--- config.mk ---
export PLATFORM = sky130hd
export DESIGN_NAME = signed_binary_to_decimal_text_flat
export DESIGN_NICKNAME = d
export VERILOG_FILES = /design/src/hw/rtl/sbdt_pkg.sv /design/src/hw/rtl/sbdt_in_if.sv /design/src/hw/rtl/sbdt_out_if.sv /design/src/hw/rtl/sbdt_cfg_if.sv /design/src/hw/rtl/sbdt_dabble.sv /design/src/hw/rtl/sbdt_sep.sv /design/src/hw/rtl/signed_binary_to_decimal_text.sv /design/src/flat_wrapper.sv
export SDC_FILE = /design/constraint.sdc
export NUM_CORES = 1
export LEC_CHECK = 0
export ABC_AREA = 1
export ABC_CLOCK_PERIOD_IN_PS = 5400
export BUFFER_PORTS_ARGS = -buffer_cell sky130_fd_sc_hd__clkbuf_2
export CAP_MARGIN = 20
export CORE_MARGIN = 2
export CORE_UTILIZATION = 55
export DETAILED_ROUTE_END_ITERATION = 16
export GPL_ROUTABILITY_DRIVEN = 0
export PLACE_DENSITY = 0.76
export REMOVE_ABC_BUFFERS = 1
export SYNTH_ARGS = -nofsm -noshare
export SYNTH_HDL_FRONTEND = slang
export SYNTH_SLANG_ARGS = --single-unit
--- constraint.sdc ---
create_clock -name i_clk -period 5.4 [get_ports i_clk]
set_input_delay 0.54 -clock i_clk [delete_from_list [all_inputs] [get_ports i_clk]]
set_output_delay 0.54 -clock i_clk [all_outputs]
set_load 0.03 [all_outputs]
--- src/hw/rtl/sbdt_pkg.sv ---
// ----------------------------------------------------------------------------
// sbdt_pkg: shared definitions for the signed binary to decimal text block
// Character codes, field widths, reset values and the separator decision type.
// ----------------------------------------------------------------------------
package sbdt_pkg;

    localparam int VALUE_WIDTH_DEF = 62;
    localparam int COL_W           = 10;
    localparam int CHAR_W          = 8;
    localparam int LEN_W           = COL_W + 1;

    localparam logic [COL_W-1:0]  LINE_WIDTH_RESET = COL_W'(80);

    localparam logic [CHAR_W-1:0] CHAR_ZERO    = 8'h30;
    localparam logic [CHAR_W-1:0] CHAR_MINUS   = 8'h2D;
    localparam logic [CHAR_W-1:0] CHAR_SPACE   = 8'h20;
    localparam logic [CHAR_W-1:0] CHAR_NEWLINE = 8'h0A;

    // Separator decision: whether a byte goes out before the text, and which.
    typedef struct packed {
        logic emit;
        logic newline;
    } t_sep;

endpackage

--- src/hw/rtl/sbdt_in_if.sv ---
// ----------------------------------------------------------------------------
// sbdt_in_if: input word channel
// Carries one value to print together with its formatting controls.
// ----------------------------------------------------------------------------
interface sbdt_in_if #(
    parameter int VALUE_WIDTH = sbdt_pkg::VALUE_WIDTH_DEF
);
    logic                           valid;
    logic                           ready;
    logic signed [VALUE_WIDTH-1:0]  value;
    logic                           blank_before;
    logic                           no_break;
    logic [sbdt_pkg::COL_W-1:0]     column;

    modport source (output valid, value, blank_before, no_break, column, input ready);
    modport sink   (input valid, value, blank_before, no_break, column, output ready);
endinterface

--- src/hw/rtl/sbdt_out_if.sv ---
// ----------------------------------------------------------------------------
// sbdt_out_if: output word channel
// Carries one ASCII byte of the text and a flag marking the final byte.
// ----------------------------------------------------------------------------
interface sbdt_out_if;
    logic                        valid;
    logic                        ready;
    logic [sbdt_pkg::CHAR_W-1:0] char_out;
    logic                        last;

    modport source (output valid, char_out, last, input ready);
    modport sink   (input valid, char_out, last, output ready);
endinterface

--- src/hw/rtl/sbdt_cfg_if.sv ---
// ----------------------------------------------------------------------------
// sbdt_cfg_if: configuration write channel
// Carries a new line length for the break decisions.
// ----------------------------------------------------------------------------
interface sbdt_cfg_if;
    logic                       valid;
    logic                       ready;
    logic [sbdt_pkg::COL_W-1:0] line_width;

    modport source (output valid, line_width, input ready);
    modport sink   (input valid, line_width, output ready);
endinterface

--- src/hw/rtl/sbdt_dabble.sv ---
// ----------------------------------------------------------------------------
// sbdt_dabble: one shift-add-3 step of the binary to BCD conversion
// Every BCD digit of five or more gets three added, then the BCD and binary
// registers shift left together by one bit.
// ----------------------------------------------------------------------------
module sbdt_dabble #(
    parameter int VALUE_WIDTH = sbdt_pkg::VALUE_WIDTH_DEF,
    parameter int NUM_DIGITS  = (VALUE_WIDTH * 30103) / 100000 + 1
) (
    input  logic [NUM_DIGITS*4-1:0] i_bcd,
    input  logic [VALUE_WIDTH-1:0]  i_mag,
    output logic [NUM_DIGITS*4-1:0] o_bcd,
    output logic [VALUE_WIDTH-1:0]  o_mag
);

    logic [NUM_DIGITS*4-1:0] adj;

    always_comb begin
        for (int d = 0; d < NUM_DIGITS; d++) begin
            if (i_bcd[d*4 +: 4] >= 4'd5) begin
                adj[d*4 +: 4] = i_bcd[d*4 +: 4] + 4'd3;
            end else begin
                adj[d*4 +: 4] = i_bcd[d*4 +: 4];
            end
        end
    end

    assign o_bcd = {adj[NUM_DIGITS*4-2:0], i_mag[VALUE_WIDTH-1]};
    assign o_mag = {i_mag[VALUE_WIDTH-2:0], 1'b0};

endmodule

--- src/hw/rtl/sbdt_sep.sv ---
// ----------------------------------------------------------------------------
// sbdt_sep: separator decision
// Decides whether a space or a newline precedes the text from the column,
// the text length and the line length.
// ----------------------------------------------------------------------------
module sbdt_sep (
    input  logic [sbdt_pkg::COL_W-1:0] i_column,
    input  logic [sbdt_pkg::LEN_W-1:0] i_text_len,
    input  logic [sbdt_pkg::COL_W-1:0] i_line_width,
    input  logic                       i_blank_before,
    input  logic                       i_no_break,
    output sbdt_pkg::t_sep             o_sep
);

    logic [sbdt_pkg::LEN_W-1:0] total;
    logic                       reach;
    logic                       over;
    logic                       col_nz;

    assign total  = sbdt_pkg::LEN_W'(i_column) + i_text_len;
    assign reach  = total >= sbdt_pkg::LEN_W'(i_line_width);
    assign over   = total >  sbdt_pkg::LEN_W'(i_line_width);
    assign col_nz = i_column != '0;

    always_comb begin
        if (i_blank_before) begin
            if (!i_no_break && reach) begin
                // A break at column 0 would be an empty line, so nothing goes out.
                o_sep.emit    = col_nz;
                o_sep.newline = 1'b1;
            end else begin
                o_sep.emit    = 1'b1;
                o_sep.newline = 1'b0;
            end
        end else begin
            o_sep.emit    = !i_no_break && col_nz && over;
            o_sep.newline = 1'b1;
        end
    end

endmodule

--- src/hw/rtl/signed_binary_to_decimal_text.sv ---
// ----------------------------------------------------------------------------
// signed_binary_to_decimal_text: signed integer to decimal ASCII text
// Converts a two's complement value to its decimal text, most significant
// digit first, with an optional leading space or newline and a minus sign.
// ----------------------------------------------------------------------------
//
//  Channel  | Dir | Payload                                   | Word
//  ---------+-----+-------------------------------------------+-------------------
//  i_in     | in  | value, blank_before, no_break, column     | one value to print
//  o_out    | out | char_out, last                            | one ASCII byte
//  i_cfg    | in  | line_width                                | new line length
//
// One word is accepted, then takes VALUE_WIDTH shift-add-3 steps in the shared
// dabble unit, a scan step per stripped leading zero plus one to stop, the
// separator and sign steps, which also load those bytes, and one step per
// digit. A new value is taken only once the sequencer is back in idle. A
// stalled output holds its byte and the sequencer waits. Reset is synchronous,
// active low; it returns the sequencer to idle, drops the output word and sets
// the line length to 80.
// The configuration channel is always ready and is meant to be written idle.
//
module signed_binary_to_decimal_text #(
    parameter int VALUE_WIDTH = sbdt_pkg::VALUE_WIDTH_DEF
) (
    input  logic        i_clk,
    input  logic        i_rst_n,
    sbdt_in_if.sink     i_in,
    sbdt_out_if.source  o_out,
    sbdt_cfg_if.sink    i_cfg
);

    // Enough BCD digits to hold any magnitude of VALUE_WIDTH bits.
    localparam int NUM_DIGITS = (VALUE_WIDTH * 30103) / 100000 + 1;
    localparam int BCD_W      = NUM_DIGITS * 4;
    localparam int CNT_W      = $clog2(VALUE_WIDTH);
    localparam int ND_W       = $clog2(NUM_DIGITS + 1);

    // One-hot sequencer states.
    typedef enum logic [5:0] {
        S_IDLE  = 6'b000001,
        S_CONV  = 6'b000010,
        S_SCAN  = 6'b000100,
        S_SEP   = 6'b001000,
        S_SIGN  = 6'b010000,
        S_DIGIT = 6'b100000
    } t_state;

    t_state                      r_state, n_state;
    logic [VALUE_WIDTH-1:0]      r_mag, n_mag;
    logic [BCD_W-1:0]            r_bcd, n_bcd;
    logic [CNT_W-1:0]            r_cnt, n_cnt;
    logic [ND_W-1:0]             r_nd, n_nd;
    logic                        r_neg, n_neg;
    logic                        r_blank, n_blank;
    logic                        r_nobrk, n_nobrk;
    logic [sbdt_pkg::COL_W-1:0]  r_col, n_col;
    logic [sbdt_pkg::COL_W-1:0]  r_line_len, n_line_len;
    logic                        r_out_valid, n_out_valid;
    logic [sbdt_pkg::CHAR_W-1:0] r_char, n_char;
    logic                        r_last, n_last;

    logic [BCD_W-1:0]            step_bcd;
    logic [VALUE_WIDTH-1:0]      step_mag;
    logic [VALUE_WIDTH-1:0]      in_value;
    logic [3:0]                  top_digit;
    logic [sbdt_pkg::LEN_W-1:0]  text_len;
    sbdt_pkg::t_sep              sep;
    logic                        out_free;

    // The shared conversion unit: one shift-add-3 step per cycle.
    sbdt_dabble #(
        .VALUE_WIDTH (VALUE_WIDTH),
        .NUM_DIGITS  (NUM_DIGITS)
    ) u_dabble (
        .i_bcd (r_bcd),
        .i_mag (r_mag),
        .o_bcd (step_bcd),
        .o_mag (step_mag)
    );

    // Text length counts the digits and the minus sign.
    assign text_len = sbdt_pkg::LEN_W'(r_nd) + sbdt_pkg::LEN_W'(r_neg);

    sbdt_sep u_sep (
        .i_column       (r_col),
        .i_text_len     (text_len),
        .i_line_width   (r_line_len),
        .i_blank_before (r_blank),
        .i_no_break     (r_nobrk),
        .o_sep          (sep)
    );

    assign in_value  = VALUE_WIDTH'(i_in.value);
    assign top_digit = r_bcd[BCD_W-1 -: 4];

    // The output register can take a new byte when empty or being drained.
    assign out_free = !r_out_valid || o_out.ready;

    assign i_in.ready     = r_state == S_IDLE;
    assign i_cfg.ready    = 1'b1;
    assign o_out.valid    = r_out_valid;
    assign o_out.char_out = r_char;
    assign o_out.last     = r_last;

    always_comb begin
        n_state     = r_state;
        n_mag       = r_mag;
        n_bcd       = r_bcd;
        n_cnt       = r_cnt;
        n_nd        = r_nd;
        n_neg       = r_neg;
        n_blank     = r_blank;
        n_nobrk     = r_nobrk;
        n_col       = r_col;
        n_line_len  = r_line_len;
        n_char      = r_char;
        n_last      = r_last;
        n_out_valid = r_out_valid && !o_out.ready;

        if (i_cfg.valid) begin
            n_line_len = i_cfg.line_width;
        end

        unique case (r_state)
            S_IDLE: begin
                if (i_in.valid) begin
                    // Take the magnitude up front; the most negative value
                    // negates to itself, which is correct read as unsigned.
                    n_neg   = in_value[VALUE_WIDTH-1];
                    n_mag   = in_value[VALUE_WIDTH-1] ? (~in_value + 1'b1) : in_value;
                    n_bcd   = '0;
                    n_cnt   = CNT_W'(VALUE_WIDTH - 1);
                    n_nd    = ND_W'(NUM_DIGITS);
                    n_blank = i_in.blank_before;
                    n_nobrk = i_in.no_break;
                    n_col   = i_in.column;
                    n_state = S_CONV;
                end
            end
            S_CONV: begin
                n_bcd = step_bcd;
                n_mag = step_mag;
                if (r_cnt == '0) begin
                    n_state = S_SCAN;
                end else begin
                    n_cnt = r_cnt - 1'b1;
                end
            end
            S_SCAN: begin
                // Strip leading zeros, keeping at least one digit.
                if (top_digit == 4'd0 && r_nd > ND_W'(1)) begin
                    n_bcd = {r_bcd[BCD_W-5:0], 4'd0};
                    n_nd  = r_nd - 1'b1;
                end else begin
                    n_state = S_SEP;
                end
            end
            S_SEP: begin
                if (!sep.emit) begin
                    n_state = S_SIGN;
                end else if (out_free) begin
                    n_out_valid = 1'b1;
                    n_char      = sep.newline ? sbdt_pkg::CHAR_NEWLINE
                                              : sbdt_pkg::CHAR_SPACE;
                    n_last      = 1'b0;
                    n_state     = S_SIGN;
                end
            end
            S_SIGN: begin
                if (!r_neg) begin
                    n_state = S_DIGIT;
                end else if (out_free) begin
                    n_out_valid = 1'b1;
                    n_char      = sbdt_pkg::CHAR_MINUS;
                    n_last      = 1'b0;
                    n_state     = S_DIGIT;
                end
            end
            S_DIGIT: begin
                if (out_free) begin
                    n_out_valid = 1'b1;
                    n_char      = sbdt_pkg::CHAR_ZERO + sbdt_pkg::CHAR_W'(top_digit);
                    n_last      = r_nd == ND_W'(1);
                    n_bcd       = {r_bcd[BCD_W-5:0], 4'd0};
                    n_nd        = r_nd - 1'b1;
                    if (r_nd == ND_W'(1)) begin
                        n_state = S_IDLE;
                    end
                end
            end
            default: begin
                n_state = S_IDLE;
            end
        endcase
    end

    always_ff @(posedge i_clk) begin
        if (!i_rst_n) begin
            r_state     <= S_IDLE;
            r_out_valid <= 1'b0;
            r_line_len  <= sbdt_pkg::LINE_WIDTH_RESET;
        end else begin
            r_state     <= n_state;
            r_out_valid <= n_out_valid;
            r_line_len  <= n_line_len;
        end
    end

    // Datapath registers need no reset.
    always_ff @(posedge i_clk) begin
        r_mag   <= n_mag;
        r_bcd   <= n_bcd;
        r_cnt   <= n_cnt;
        r_nd    <= n_nd;
        r_neg   <= n_neg;
        r_blank <= n_blank;
        r_nobrk <= n_nobrk;
        r_col   <= n_col;
        r_char  <= n_char;
        r_last  <= n_last;
    end

endmodule
--- src/flat_wrapper.sv ---
// flat-port wrapper written by rule: the top's interface ports become plain ports
module signed_binary_to_decimal_text_flat 
#(
    parameter int VALUE_WIDTH = sbdt_pkg::VALUE_WIDTH_DEF
)
  (i_clk, i_rst_n, i_in_valid, i_in_value, i_in_blank_before, i_in_no_break, i_in_column, i_in_ready, o_out_valid, o_out_char_out, o_out_last, o_out_ready, i_cfg_valid, i_cfg_line_width, i_cfg_ready);
  sbdt_in_if #(.VALUE_WIDTH(VALUE_WIDTH)) i_in_i ();
  sbdt_out_if o_out_i ();
  sbdt_cfg_if i_cfg_i ();
  input  logic i_clk;
  input  logic i_rst_n;
  input wire logic [$bits(i_in_i.valid)-1:0] i_in_valid;
  input wire logic [$bits(i_in_i.value)-1:0] i_in_value;
  input wire logic [$bits(i_in_i.blank_before)-1:0] i_in_blank_before;
  input wire logic [$bits(i_in_i.no_break)-1:0] i_in_no_break;
  input wire logic [$bits(i_in_i.column)-1:0] i_in_column;
  output wire logic [$bits(i_in_i.ready)-1:0] i_in_ready;
  output wire logic [$bits(o_out_i.valid)-1:0] o_out_valid;
  output wire logic [$bits(o_out_i.char_out)-1:0] o_out_char_out;
  output wire logic [$bits(o_out_i.last)-1:0] o_out_last;
  input wire logic [$bits(o_out_i.ready)-1:0] o_out_ready;
  input wire logic [$bits(i_cfg_i.valid)-1:0] i_cfg_valid;
  input wire logic [$bits(i_cfg_i.line_width)-1:0] i_cfg_line_width;
  output wire logic [$bits(i_cfg_i.ready)-1:0] i_cfg_ready;
  assign i_in_i.valid = i_in_valid;
  assign i_in_i.value = i_in_value;
  assign i_in_i.blank_before = i_in_blank_before;
  assign i_in_i.no_break = i_in_no_break;
  assign i_in_i.column = i_in_column;
  assign i_in_ready = i_in_i.ready;
  assign o_out_valid = o_out_i.valid;
  assign o_out_char_out = o_out_i.char_out;
  assign o_out_last = o_out_i.last;
  assign o_out_i.ready = o_out_ready;
  assign i_cfg_i.valid = i_cfg_valid;
  assign i_cfg_i.line_width = i_cfg_line_width;
  assign i_cfg_ready = i_cfg_i.ready;
  signed_binary_to_decimal_text #(.VALUE_WIDTH(VALUE_WIDTH)) u_core (.i_clk(i_clk), .i_rst_n(i_rst_n), .i_in(i_in_i), .o_out(o_out_i), .i_cfg(i_cfg_i));
endmodule
==> results of run 1 <==
kinds of logic after synthesis:
group,after synthesis,share of synthesized area [%]
buf+inv,253,8.17
flops,186,44.1
compound gates,268,13.1
simple gates,655,23.1
xor+xnor,72,5.13
fa+ha+maj,62,6.37
other cells,2,0.0611
metrics by stage:
step	hold WS (ns)	instances
finish	0.275	1871
global route	0.257	1871
CTS	0.262	1871
detailed placement	0.466	1839
global placement	0.464	1839
floorplan	0.439	1455
report_power, final:
part / internal [mW] / total (mW) / leakage [nW] / switching (mW)
sequential: 2.51 / 2.86 / 1.75 / 0.355
combinational: 0.869 / 2.86 / 3.65 / 1.99
clock: 0.627 / 1.18 / 0.270 / 0.556
routing by layer:
layer | vias to the layer above | wire length, µm | share of wire (%) | global-route usage [%]
met5 | - | 0 | 0 | 0
met4 | 0 | 743 | 2.6 | 8.74
met1 | 4753 | 12500 | 44 | 31.9
met2 | 342 | 13300 | 47 | 40.1
met3 | 54 | 1740 | 6.2 | 4.93
li1 | 5216 | - | - | -
path summary, 6_finish.rpt:
check	endpoint	slack, ns	cells after the start
setup / recovery	u_core.o_out.char_out[4]	1.29	23
hold reg to reg	u_core.r_line_len[2]	0.48	2
hold / removal	u_core.r_col[4]	0.28	1
setup reg to reg	u_core.o_out.char_out[4]	1.29	23
flip-flops by register name, summed over array words and instances, names as in the netlist, 5 cells and up:
register,count
u_core.r_cnt,6
u_core.r_col,10
u_core.r_line_len,10
u_core.r_nd,5
u_core.o_out.char_out,6
u_core.r_state,6
u_core.r_bcd,76
u_core.r_mag,62
Yosys cell counts, types with 15 or more instances:
| cell | n | share of area, % |
|---|---|---|
| o32ai_1 | 21 | 1.5 |
| a21oi_1 | 50 | 2.0 |
| nand2_1 | 297 | 9.1 |
| xor2_1 | 66 | 4.7 |
| o21ai_0 | 102 | 4.2 |
| inv_1 | 203 | 6.2 |
| buf_2 | 19 | 0.77 |
| dfxtp_1 | 17 | 2.8 |
| ha_1 | 61 | 6.2 |
| edfxtp_1 | 169 | 41 |
| clkbuf_1 | 15 | 0.46 |
| o21ai_1 | 20 | 0.81 |
| nand4_1 | 32 | 1.6 |
| nand3_1 | 69 | 2.8 |
| nor2_1 | 206 | 6.3 |
| o22ai_1 | 28 | 1.4 |
| a31oi_1 | 20 | 1.0 |
cell usage in the layout, fill, tap and decap left out, drive strengths merged:
master / netlist / routed
a221oi: 1 / 1
nand3b: 3 / 3
xor2: 66 / 66
o22ai: 32 / 32
fa: 1 / 1
clkbuf: 15 / 119
o31ai: 3 / 3
ha: 61 / 61
nand3: 71 / 71
a211oi: 1 / 1
nand2: 302 / 302
nor3: 16 / 16
buf: 29 / 7
o32ai: 21 / 21
inv: 208 / 213
dfxtp: 17 / 17
o21a: 2 / 2
a32o: 4 / 4
o21ai: 126 / 126
nor3b: 2 / 2
xnor2: 6 / 6
a31oi: 20 / 20
a21o: 2 / 2
conb: 2 / 3
clkinvlp: 0 / 1
nand4: 35 / 35
clkinv: 1 / 5
nor2: 217 / 217
a21oi: 51 / 51
or2: 5 / 5
edfxtp: 169 / 169
o211ai: 5 / 5
nor4: 4 / 4
cell type report:
cell class / count / share of cell area, %
timing repair buffer: 104 / 3.98
tap: 280 / 2.59
sequential: 186 / 40.0
clock inverter: 10 / 0.472
inverter: 209 / 5.82
clock buffer: 22 / 3.50
multi-input combinational: 1060 / 43.6
==> run summary, run 1 <==
### Run status
* completed — status

### Synth
* 0% — Async SR Flop Fraction
* 12300 µm² — netlist area before placement
* edfxtp_1 — most common flop cell mapped by yosys
* 52 — Yosys cell types
* 169 — Post-synth EDFFs
* 0 — number of warnings reported in the yosys synthesis log
* 44.1% — proportion of synthesized chip area in sequential cells
* 186 — number of register bits inferred by synthesis
* 1498 — post-synthesis cell count
* 8.21 µm² — synthesized area per cell

### Worst setup path
* adder cells — Crit path max-delay family
* reg2reg — Setup CP Type
* edfxtp_1 — standard cell with the maximum stage delay on the critical path
* 4.28 ns — CP Data Arrival Time
* u_core.r_nd[0] — critical path startpoint
* u_core.r_nd[0] — Reg-to-Reg Start
* 6 — critical path fanouts, max
* flop — Critical Path Sink Type
* 4 — count of buffering cells on the critical path with inverters included
* 5.57 ns — Crit path required time
* 0.44 ns — delay of the slowest critical-path stage
* flop — Worst Setup Start Kind
* ha_1 -> ha_1 -> xor2_1 -> ha_1 -> nand2_1 -> nand3_1 -> nand2_1 -> nand2_1 -> a21oi_1 -> nor2_1 -> o21ai_0 -> xor2_1 -> inv_1 -> ha_1 -> inv_1 -> nor2_1 -> nand4_1 -> o21ai_0 -> inv_1 -> nand2_1 -> nand3_1 -> o21ai_0 -> inv_1 — chain of cells forming the critical path

### GRT
* 0 — antenna violations before repair
* 24.3% — total routing resource utilization after global routing
* 0 — sum of overflow across all layers after global routing
* 107 — maximum number of pins on one net before global-route repair
* 9901 — number of global-route vias before repair
* 47100 µm — first-pass GRT wire length

### Finish
* 13500 µm² — summed area of non-filler cells in the final layout
* 5420 µm² — sequential cell area
* 11.4% — fraction of final layout cells with drive strength greater than 1
* 1729 — Total Nets Final
* 0 — antenna fix cells
* 61.8% — share of the core filled with cells in the final layout
* 5900 µm² — area of the multi-input gates
* 10.1% — post-synthesis to final-layout area growth
* 1903 — layout filler cell count

### Drt
* 28300 µm — wirelength, routed
* 10400 — routed vias
* 15.1 µm — routed length per placed instance
* 5.54 — via/cell ratio
* 887 — number of design-rule violations left by the first detailed-router iteration
* 0 — Detail Route Antenna Nets
* 0 — DRC
* 5 — drt pass-1 iters

### Place
* 97 — IO buf count
* 13000 µm² — Placement Cell Area
* 1.33 ns — worst setup slack after placement
* 20400 µm — half-perimeter wire length after placement

### Clocking
* done — clock tree from TritonCTS
* 0 — quantity of gates resized following cts
* 0 — hold_buf cts
* clkbuf_16 — root cell of the clock tree
* 0 — postcts setup bufs
* 186 — clock sink count
* 2 — maximum number of buffers from clock root to sink
* 0.44 ns — Skew-Pair Late Insertion Delay
* 17 — number of buffers added by the clock tree synthesis step
* 0.07 ns — clock-pin slew of the registers on the worst-case setup and hold paths
* 4 — CTS H-tree depth

### Pwr
* 6.91 mW — PnR Total Power
* 5.67 nW — leak pwr
* 511 nW/µm² — Power Density
* 0.423 mV — VDD IR-drop max

### Min path
* i_in_column[4] — source of the worst hold timing path
* in2reg — worst hold-check path type

### STA
* 1.29 ns — setup slack of the critical path after layout
* 76.2% — share of the cycle needed by the critical path after routing
* 0 — Slew Limit Fails
* 29.0% — headroom to the max-slew limit
* 4.11 ns — final period demand of the worst path
* 0.0113 ns — Post-Route Skew
* 243 MHz — highest achievable clock rate
* 0 — Finish-stage setup viols
* 1.06 ns — Worst-Margin Slew
* 0 — final hold violations
* 0 ns — Setup Total Neg Slack
* no — RSZ-0062 raised after global routing

### Floorplanning
* 23600 µm² — die area
* 101 — Top Ports
* 21900 µm² — core box area
* 56.2% — Initial Utilization
* 154 µm — die boundary width
* 54 — Rows
* 154 µm — die extent in y

### Run
* 0 — max capacitance violation total

(Power assumes the default switching activity.)
==> inputs of run 2 (changes only) <==
--- a/config.mk
+++ b/config.mk
@@ -6,7 +6,7 @@
 export NUM_CORES = 1
 export LEC_CHECK = 0
 export ABC_AREA = 1
-export ABC_CLOCK_PERIOD_IN_PS = 5400
+export ABC_CLOCK_PERIOD_IN_PS = 3400
 export BUFFER_PORTS_ARGS = -buffer_cell sky130_fd_sc_hd__clkbuf_2
 export CAP_MARGIN = 20
 export CORE_MARGIN = 2
==> constraint.sdc (replaced) <==
create_clock -name i_clk -period 3.4 [get_ports i_clk]
set_input_delay 0.34 -clock i_clk [delete_from_list [all_inputs] [get_ports i_clk]]
set_output_delay 0.34 -clock i_clk [all_outputs]
set_load 0.03 [all_outputs]
==> run 2 against run 1 <==
  * The flow now finishes with violations (setup timing)
  * Critical path type unchanged
  * Critical endpoint is now u_core.r_state[4]
  * Register-to-register slack got worse by 1.6 ns
  * Die area unchanged
  * Worst hold slack worse by 0.19 ns
  * Utilization increased by 2.8 points
  * Via count is 3.9% higher
  * Global-route usage about the same
  * Sequential share of layout area down 1.7 points
  * Clock power rose by 75%
  * Largest power group is now combinational cells
  * Fmax rose by 11%
  * Worst setup slack lost 1.6 ns
  * Non-clock buffer count is 28 higher
==> run summary, run 2 (same netlist as run 1, synthesis figures left out) <==
### Run status
* complete, but fails checks — status
* setup timing — failing checks

### Clocking
* 2 — maximum number of buffers from clock root to sink, unchanged
* done — clock tree from TritonCTS
* 4 — CTS H-tree depth, unchanged
* 17 — number of buffers added by the clock tree synthesis step, unchanged
* clkbuf_16 — root cell of the clock tree
* 0 — hold_buf cts, unchanged
* 0.44 ns — Skew-Pair Late Insertion Delay, about the same
* 0.07 ns — clock-pin slew of the registers on the worst-case setup and hold paths, about the same
* 186 — clock sink count, unchanged

### Pwr
* 41.6% — switching part of the total, -0.41 points
* 4.95 mW — Net Switching, +70%
* 11.9 mW — PnR Total Power, +72%
* 0.724 mV — VDD IR-drop max, +71%
* 6.94 mW — internal power consumption, +73%
* 38.1% — sequential share of power, -3.4 points
* 5.87 nW — leak pwr, +3.5%
* 841 nW/µm² — Power Density, +65%
* 44.6% — Logic pwr share, +3.2 points
* 17.3% — clock network fraction of total power, +0.2 points

### Finish
* nand2_1, nor2_1, inv_1 — commonest cells after routing, fill and taps aside
* 1757 — Total Nets Final, +1.6%
* 0 — antenna fix cells, unchanged
* 1899 — Layout Cells excl Fill, +1.5%
* 76 — number of flip-flops under the largest register name, unchanged
* u_core.r_bcd x76, u_core.r_mag x62 — Top Registers
* 6190 µm² — area of the multi-input gates, +4.8%
* u_core.r_bcd — register containing the most flip-flops in the final layout
* 5420 µm² — sequential cell area, unchanged
* 15.0% — post-synthesis to final-layout area growth
* 1785 — layout filler cell count, -6.2%
* 15.8% — fraction of final layout cells with drive strength greater than 1, +4.4 points
* nand2_1 — leading cell type in the layout, fill and taps excluded

### Floorplanning
* 56.2% — Initial Utilization, unchanged
* 21900 µm² — core box area, unchanged
* 54 — Rows, unchanged
* 154 µm — die boundary width, unchanged
* 154 µm — die extent in y, unchanged
* 101 — Top Ports, unchanged
* 23600 µm² — die area, unchanged

### STA
* 0.0827 ns — final worst hold slack, -0.192 ns
* 0.829 ns — Worst-Margin Slew, -0.234 ns
* 0 — final hold violations, unchanged
* 109% — share of the cycle needed by the critical path after routing, +33 points
* 0.00961 ns — Post-Route Skew, -0.00165 ns
* -0.296 ns — setup slack of the critical path after layout, -1.58 ns
* 0 — Slew Limit Fails, unchanged
* 44.7% — headroom to the max-slew limit, +16 points
* yes — RSZ-0062 raised after global routing
* 16 — Finish-stage setup viols, +16
* 3.70 ns — final period demand of the worst path, -0.417 ns
* 271 MHz — highest achievable clock rate, +11%

### Worst setup path
* u_core.r_neg — Reg-to-Reg Start
* u_core.r_state[4] — destination of the worst register-to-register timing path
* 3.73 ns — Crit path required time, -1.84 ns
* -0.30 ns — internal reg-to-reg setup slack, -1.58 ns
* u_core.r_neg — critical path startpoint
* flop — Critical Path Sink Type
* flop — Worst Setup Start Kind
* u_core.r_state[4] — Critical Path End
* reg2reg — Setup CP Type
* 26 — length in cells of the worst reg-to-reg path, +13%
* 4.02 ns — CP Data Arrival Time, -0.26 ns
* 8 — critical path fanouts, max, +2

### GRT
* 24.3% — total routing resource utilization after global routing, about the same
* 77 — maximum number of pins on one net before global-route repair, -28%
* 0 — antenna violations before repair, unchanged
* 10200 — number of global-route vias before repair, +3.2%
* 47500 µm — first-pass GRT wire length, +0.85%
* 0 — sum of overflow across all layers after global routing, unchanged

### Drt
* 6 — drt pass-1 iters, +1
* 15.3 µm — routed length per placed instance, +1.5%
* 13900 µm — routed length on met2, +4.2%
* met4 — highest routing layer actually used
* 0 — Detail Route Antenna Nets, unchanged
* 1900 µm — Routed met3 length, +9.3%
* 5.67 — via/cell ratio, +2.4%
* 10800 — routed vias, +3.9%
* 954 — number of design-rule violations left by the first detailed-router iteration, +7.6%
* 12600 µm — total routed wire length on the met1 layer, +1.1%
* 0 — DRC, unchanged
* 29100 µm — wirelength, routed, +3.0%

### Place
* 20200 µm — half-perimeter wire length after placement, -0.53%
* 1861 — Placed Cells incl. Taps, +1.2%
* 97 — IO buf count, unchanged

### Min path
* in2reg — worst hold-check path type

### Run
* 0 — max capacitance violation total, unchanged

run 2: final cells by class:
| cell class | instances | area share [%] |
|---|---|---|
| multi-input combinational | 1060 | 43.8 |
| sequential | 186 | 38.3 |
| timing repair buffer | 132 | 5.61 |
| inverter | 209 | 5.59 |
| clock buffer | 19 | 3.06 |
| tap | 280 | 2.48 |
| clock inverter | 13 | 1.19 |
run 2: worst min-delay path by stage:
stage	start	to	slack [ns]	cells after the start
2_1_floorplan	i_in_blank_before	u_core.r_blank	0.44	0
3_3_place_gp	u_core.r_line_len[4]	u_core.r_line_len[4]	0.46	2
3_5_place_dp	u_core.r_line_len[2]	u_core.r_line_len[2]	0.46	2
4_1_cts	i_in_column[2]	u_core.r_col[2]	0.07	1
5_1_grt	i_in_column[6]	u_core.r_col[6]	0.06	1
6_report	i_in_column[2]	u_core.r_col[2]	0.08	1
run 2: timing repair:
| item | CTS | global route |
|---|---|---|
| gates resized for setup | 25 | 38 |
| endpoints found under the setup margin | 16 | 16 |
| setup buffers | 2 | 4 |
| pin swaps | 11 | 29 |
| cloned | 0 | 0 |
run 2: critical path, stage by stage, from the launching register on:
cell	delay [ns]
edfxtp_1	0.44
ha_4	0.20
ha_4	0.16
xor2_2	0.15
ha_4	0.30
nand3_2	0.09
nand3_2	0.11
nand2_1	0.06
nand2_1	0.09
a21oi_2	0.08
nor2_2	0.16
nor2_1	0.06
nor2_1	0.09
nand2_1	0.07
xnor2_1	0.13
ha_1	0.31
nand2_2	0.06
buf_4	0.14
nor3_2	0.16
nand2_1	0.09
nand3_2	0.10
nand3_4	0.10
buf_6	0.15
nand2_8	0.08
nand3_2	0.07
nand2_1	0.08
nor2_1	0.04
run 2: power by group through the flow:
stage	Clock (mW)	Sequential, mW	Combinational (mW)
global placement	0	4.50	4.59
detailed placement	0	4.53	4.77
CTS	2.08	4.50	4.92
floorplan	0	4.24	2.97
finish	2.06	4.53	5.30
global route	2.17	4.64	5.98
run 2: per-stage QoR:
step	util, %	area [µm²]	worst slack (ns)	TNS, ns
2_1_floorplan	-	12100	-3.68	-356.05
3_3_place_gp	60.3	13200	-0.355	-3.54
3_5_place_dp	60.3	13200	-0.499	-5.43
4_1_cts	63.5	13900	-0.161	-1.84
5_1_grt	64.6	14100	-0.471	-6.50
6_report	64.6	14100	-0.296	-3.73
run 2: metal layers:
metal	global-route usage, %	up-vias
met2	40.2	406
met5	0	-
met4	7.38	0
met3	4.76	59
met1	32.4	5045
li1	-	5262
==> inputs of run 3 (changes only) <==
--- a/config.mk
+++ b/config.mk
@@ -5,7 +5,6 @@
 export SDC_FILE = /design/constraint.sdc
 export NUM_CORES = 1
 export LEC_CHECK = 0
-export ABC_AREA = 1
 export ABC_CLOCK_PERIOD_IN_PS = 3400
 export BUFFER_PORTS_ARGS = -buffer_cell sky130_fd_sc_hd__clkbuf_2
 export CAP_MARGIN = 20
@@ -13,7 +12,7 @@
 export CORE_UTILIZATION = 55
 export DETAILED_ROUTE_END_ITERATION = 16
 export GPL_ROUTABILITY_DRIVEN = 0
-export PLACE_DENSITY = 0.76
+export PLACE_DENSITY_LB_ADDON = 0.3
 export REMOVE_ABC_BUFFERS = 1
 export SYNTH_ARGS = -nofsm -noshare
 export SYNTH_HDL_FRONTEND = slang
==> run 3 against run 2 <==
  * The run still ends with setup timing left
  * Sequential power fell by 28%
  * Sequential cell count is the same
  * Die area is 6.4% lower
  * Final cell count is 18% lower
  * Wire length shrank 21%
  * Utilization rose by 0.15 points
  * Combinational power down 67%
  * Total power shrank 41%
  * Synthesized area fell by 6.6%
  * Worst hold slack worse by 0.013 ns
  * Clock power decreased by 3%
  * Critical path type unchanged
==> run summary, run 3 <==
### Finish
* u_core.r_bcd x76, u_core.r_mag x62 — Top Registers
* 16.9% — fraction of final layout cells with drive strength greater than 1, +1.1 points
* 76 — number of flip-flops under the largest register name, unchanged
* 14.8% — post-synthesis to final-layout area growth
* 0 — antenna fix cells, unchanged
* edfxtp_1 — leading cell type in the layout, fill and taps excluded
* 1419 — Total Nets Final, -19%
* u_core.r_bcd — register containing the most flip-flops in the final layout
* edfxtp_1, o21ai_0, nand2_1 — commonest cells after routing, fill and taps aside

### STA
* 0.00922 ns — Post-Route Skew, -0.000387 ns
* 0.0696 ns — final worst hold slack, -0.0131 ns
* 0.774 ns — Worst-Margin Slew, -0.0549 ns
* 48.4% — headroom to the max-slew limit, +3.7 points
* -4.63 ns — Setup Total Neg Slack, -0.906 ns
* 259 MHz — highest achievable clock rate, -4.1%
* 13 — Finish-stage setup viols, -3
* yes — RSZ-0062 raised after global routing
* 0 — Slew Limit Fails, unchanged
* 113% — share of the cycle needed by the critical path after routing, +4.7 points
* 3.86 ns — final period demand of the worst path, +0.160 ns
* -0.455 ns — setup slack of the critical path after layout, -0.160 ns
* 0 — final hold violations, unchanged

### GRT
* 0 — sum of overflow across all layers after global routing, unchanged
* 0 — antenna violations before repair, unchanged
* 38300 µm — first-pass GRT wire length, -19%
* 77 — maximum number of pins on one net before global-route repair, unchanged
* 21.2% — total routing resource utilization after global routing, -3.0 points
* 8337 — number of global-route vias before repair, -18%

### Worst setup path
* 4.04 ns — CP Data Arrival Time, +0.02 ns
* ha_4 -> ha_4 -> ha_1 -> a21o_1 -> a21oi_2 -> nor2b_1 -> o21ai_2 -> a211oi_2 -> xor2_1 -> ha_1 -> nand3_2 -> buf_4 -> nor3_4 -> a211oi_2 -> mux2_4 -> o21ai_4 -> buf_6 -> a21oi_2 — chain of cells forming the critical path
* 3.59 ns — Crit path required time, -0.14 ns
* 18 — length in cells of the worst reg-to-reg path, -31%
* flop — Critical Path Sink Type
* -0.46 ns — internal reg-to-reg setup slack, -0.16 ns
* u_core.o_out.last — destination of the worst register-to-register timing path
* reg2reg — Setup CP Type
* u_core.r_nd[0] — Reg-to-Reg Start
* 0.43 ns — delay of the slowest critical-path stage, about the same
* edfxtp_1 — standard cell with the maximum stage delay on the critical path
* 3 — critical path fanouts, max, -5
* flop — Worst Setup Start Kind

### Synth
* 0% — Async SR Flop Fraction, unchanged
* 44.2% — fraction of synthesized cell area taken by the top area cell type, +2.9 points
* 1164 — post-synthesis cell count, -22%
* 60 — Yosys cell types, +15%
* 186 — number of register bits inferred by synthesis, unchanged
* edfxtp_1, ha_1, o21ai_0 — leading cell types by total area after synthesis
* edfxtp_1 — most numerous cell in the Yosys netlist
* 9.87 µm² — synthesized area per cell, +20%
* 11500 µm² — netlist area before placement, -6.6%
* edfxtp_1, o21ai_0, nand2_1 — top post-synthesis cells by count
* 47.2% — proportion of synthesized chip area in sequential cells, +3.1 points
* 169 — Post-synth EDFFs, unchanged
* edfxtp_1 — most common flop cell mapped by yosys
* edfxtp_1 — largest area contributor in the netlist
* 0 — number of warnings reported in the yosys synthesis log, unchanged

### Clocking
* 17 — number of buffers added by the clock tree synthesis step, unchanged
* 0.44 ns — Skew-Pair Late Insertion Delay, about the same
* 0.07 ns — clock-pin slew of the registers on the worst-case setup and hold paths, about the same
* 2 — maximum number of buffers from clock root to sink, unchanged
* clkbuf_16 — root cell of the clock tree
* 4 — CTS H-tree depth, unchanged
* 0 — hold_buf cts, unchanged
* 186 — clock sink count, unchanged
* done — clock tree from TritonCTS

### Floorplanning
* 52 — Rows, -3.7%
* 20400 µm² — core box area, -7.0%
* 22100 µm² — die area, -6.4%
* 56.4% — Initial Utilization, +0.24 points
* 149 µm — die extent in y, -3.3%
* 149 µm — die boundary width, -3.3%
* 101 — Top Ports, unchanged

### Drt
* 5 — drt pass-1 iters, -1
* 5.70 — via/cell ratio, +0.55%
* 556 — number of design-rule violations left by the first detailed-router iteration, -42%
* 14.9 µm — routed length per placed instance, -3.1%
* 23000 µm — wirelength, routed, -21%
* 0 — Detail Route Antenna Nets, unchanged
* 0 — DRC, unchanged
* 8846 — routed vias, -18%

### Pwr
* 529 nW/µm² — Power Density, -37%
* 4.97 nW — leak pwr, -15%
* 0.387 mV — VDD IR-drop max, -47%

### Place
* 15400 µm — half-perimeter wire length after placement, -24%
* 97 — IO buf count, unchanged

### Run status
* complete, but fails checks — status
* setup timing — failing checks

### Run
* 0 — max capacitance violation total, unchanged

### Min path
* 1 — worst hold path stage count, unchanged
* i_in_column[2] — source of the worst hold timing path
* in2reg — worst hold-check path type
* u_core.r_col[2] — hold-critical path endpoint

run 3: worst max-delay path by stage:
stage                       from                       end  depth (start not counted)
6_report          u_core.r_nd[0]         u_core.o_out.last                         18
5_1_grt           u_core.r_nd[0]         u_core.o_out.last                         17
4_1_cts           u_core.r_nd[0]         u_core.o_out.last                         17
3_5_place_dp        u_core.r_neg  u_core.o_out.char_out[2]                         15
3_3_place_gp        u_core.r_neg  u_core.o_out.char_out[0]                         15
2_1_floorplan  u_core.r_state[4]           u_core.r_bcd[0]                          3
run 3: kinds of logic (layout without fill, tap and decap cells):
| group | Yosys count | after routing | synth area share [%] |
|---|---|---|---|
| buf+inv | 116 | 232 | 4.07 |
| simple gates | 347 | 347 | 15.1 |
| fa+ha+maj | 62 | 62 | 6.82 |
| xor+xnor | 104 | 104 | 7.93 |
| compound gates | 334 | 334 | 17.7 |
| other cells | 2 | 3 | 0.0654 |
| mux | 13 | 13 | 1.17 |
| flops | 186 | 186 | 47.2 |
run 3: metal layers:
| metal | global-route usage, % | part of all wire [%] |
|---|---|---|
| met5 | 0 | 0 |
| met4 | 6.86 | 1.3 |
| met3 | 4.57 | 4.3 |
| met2 | 36.1 | 49 |
| met1 | 27.2 | 45 |
run 3: area by class of cell:
| class | instances | area, µm² |
|---|---|---|
| fillers | 1628 | 7180 |
| multi-input cells | 863 | 5780 |
| flip-flops and latches | 186 | 5420 |
| repair buffers | 136 | 820 |
| clock buffers | 17 | 425 |
| well taps | 270 | 338 |
| inverters | 64 | 245 |
| clock inverters | 15 | 153 |
run 3: worst max-delay path, delay by kind of cell, from the launching register on:
family | cells | cell delay (ns)
xor gates and xnor gates | 1 | 0.15
adders and majority gates | 4 | 1.04
and+or+nand+nor | 3 | 0.44
buffers and inverters | 2 | 0.28
muxes | 1 | 0.32
AOI/OAI and AO/OA | 7 | 0.94
DFF | 1 | 0.43
run 3: per-stage QoR:
step	cells	worst slack, ns	total power, mW	instance area, µm²	utilization [%]
2_1_floorplan	1113	-5.35	4.43	11300	-
3_3_place_gp	1513	-0.768	4.84	12400	60.8
3_5_place_dp	1513	-0.881	4.93	12400	60.8
4_1_cts	1549	-0.374	6.97	13100	64.3
5_1_grt	1551	-0.606	7.38	13200	64.7
6_report	1551	-0.455	6.97	13200	64.7
run 3: report_power, final:
group | switching (mW) | internal [mW] | leakage, nW | total [mW]
combinational | 1.00 | 0.748 | 2.90 | 1.75
sequential | 0.279 | 2.96 | 1.77 | 3.24
clock | 0.947 | 1.04 | 0.290 | 1.99
total | 2.23 | 4.75 | 4.97 | 6.97
run 3: timing repair:
action / in CTS / in global routing
hold endpoints to repair: 0 / 0
gates cloned: 0 / 0
pin swaps: 22 / 11
resized for setup: 26 / 9
buffers inserted: 6 / 3
endpoints found under the setup margin: 13 / 13
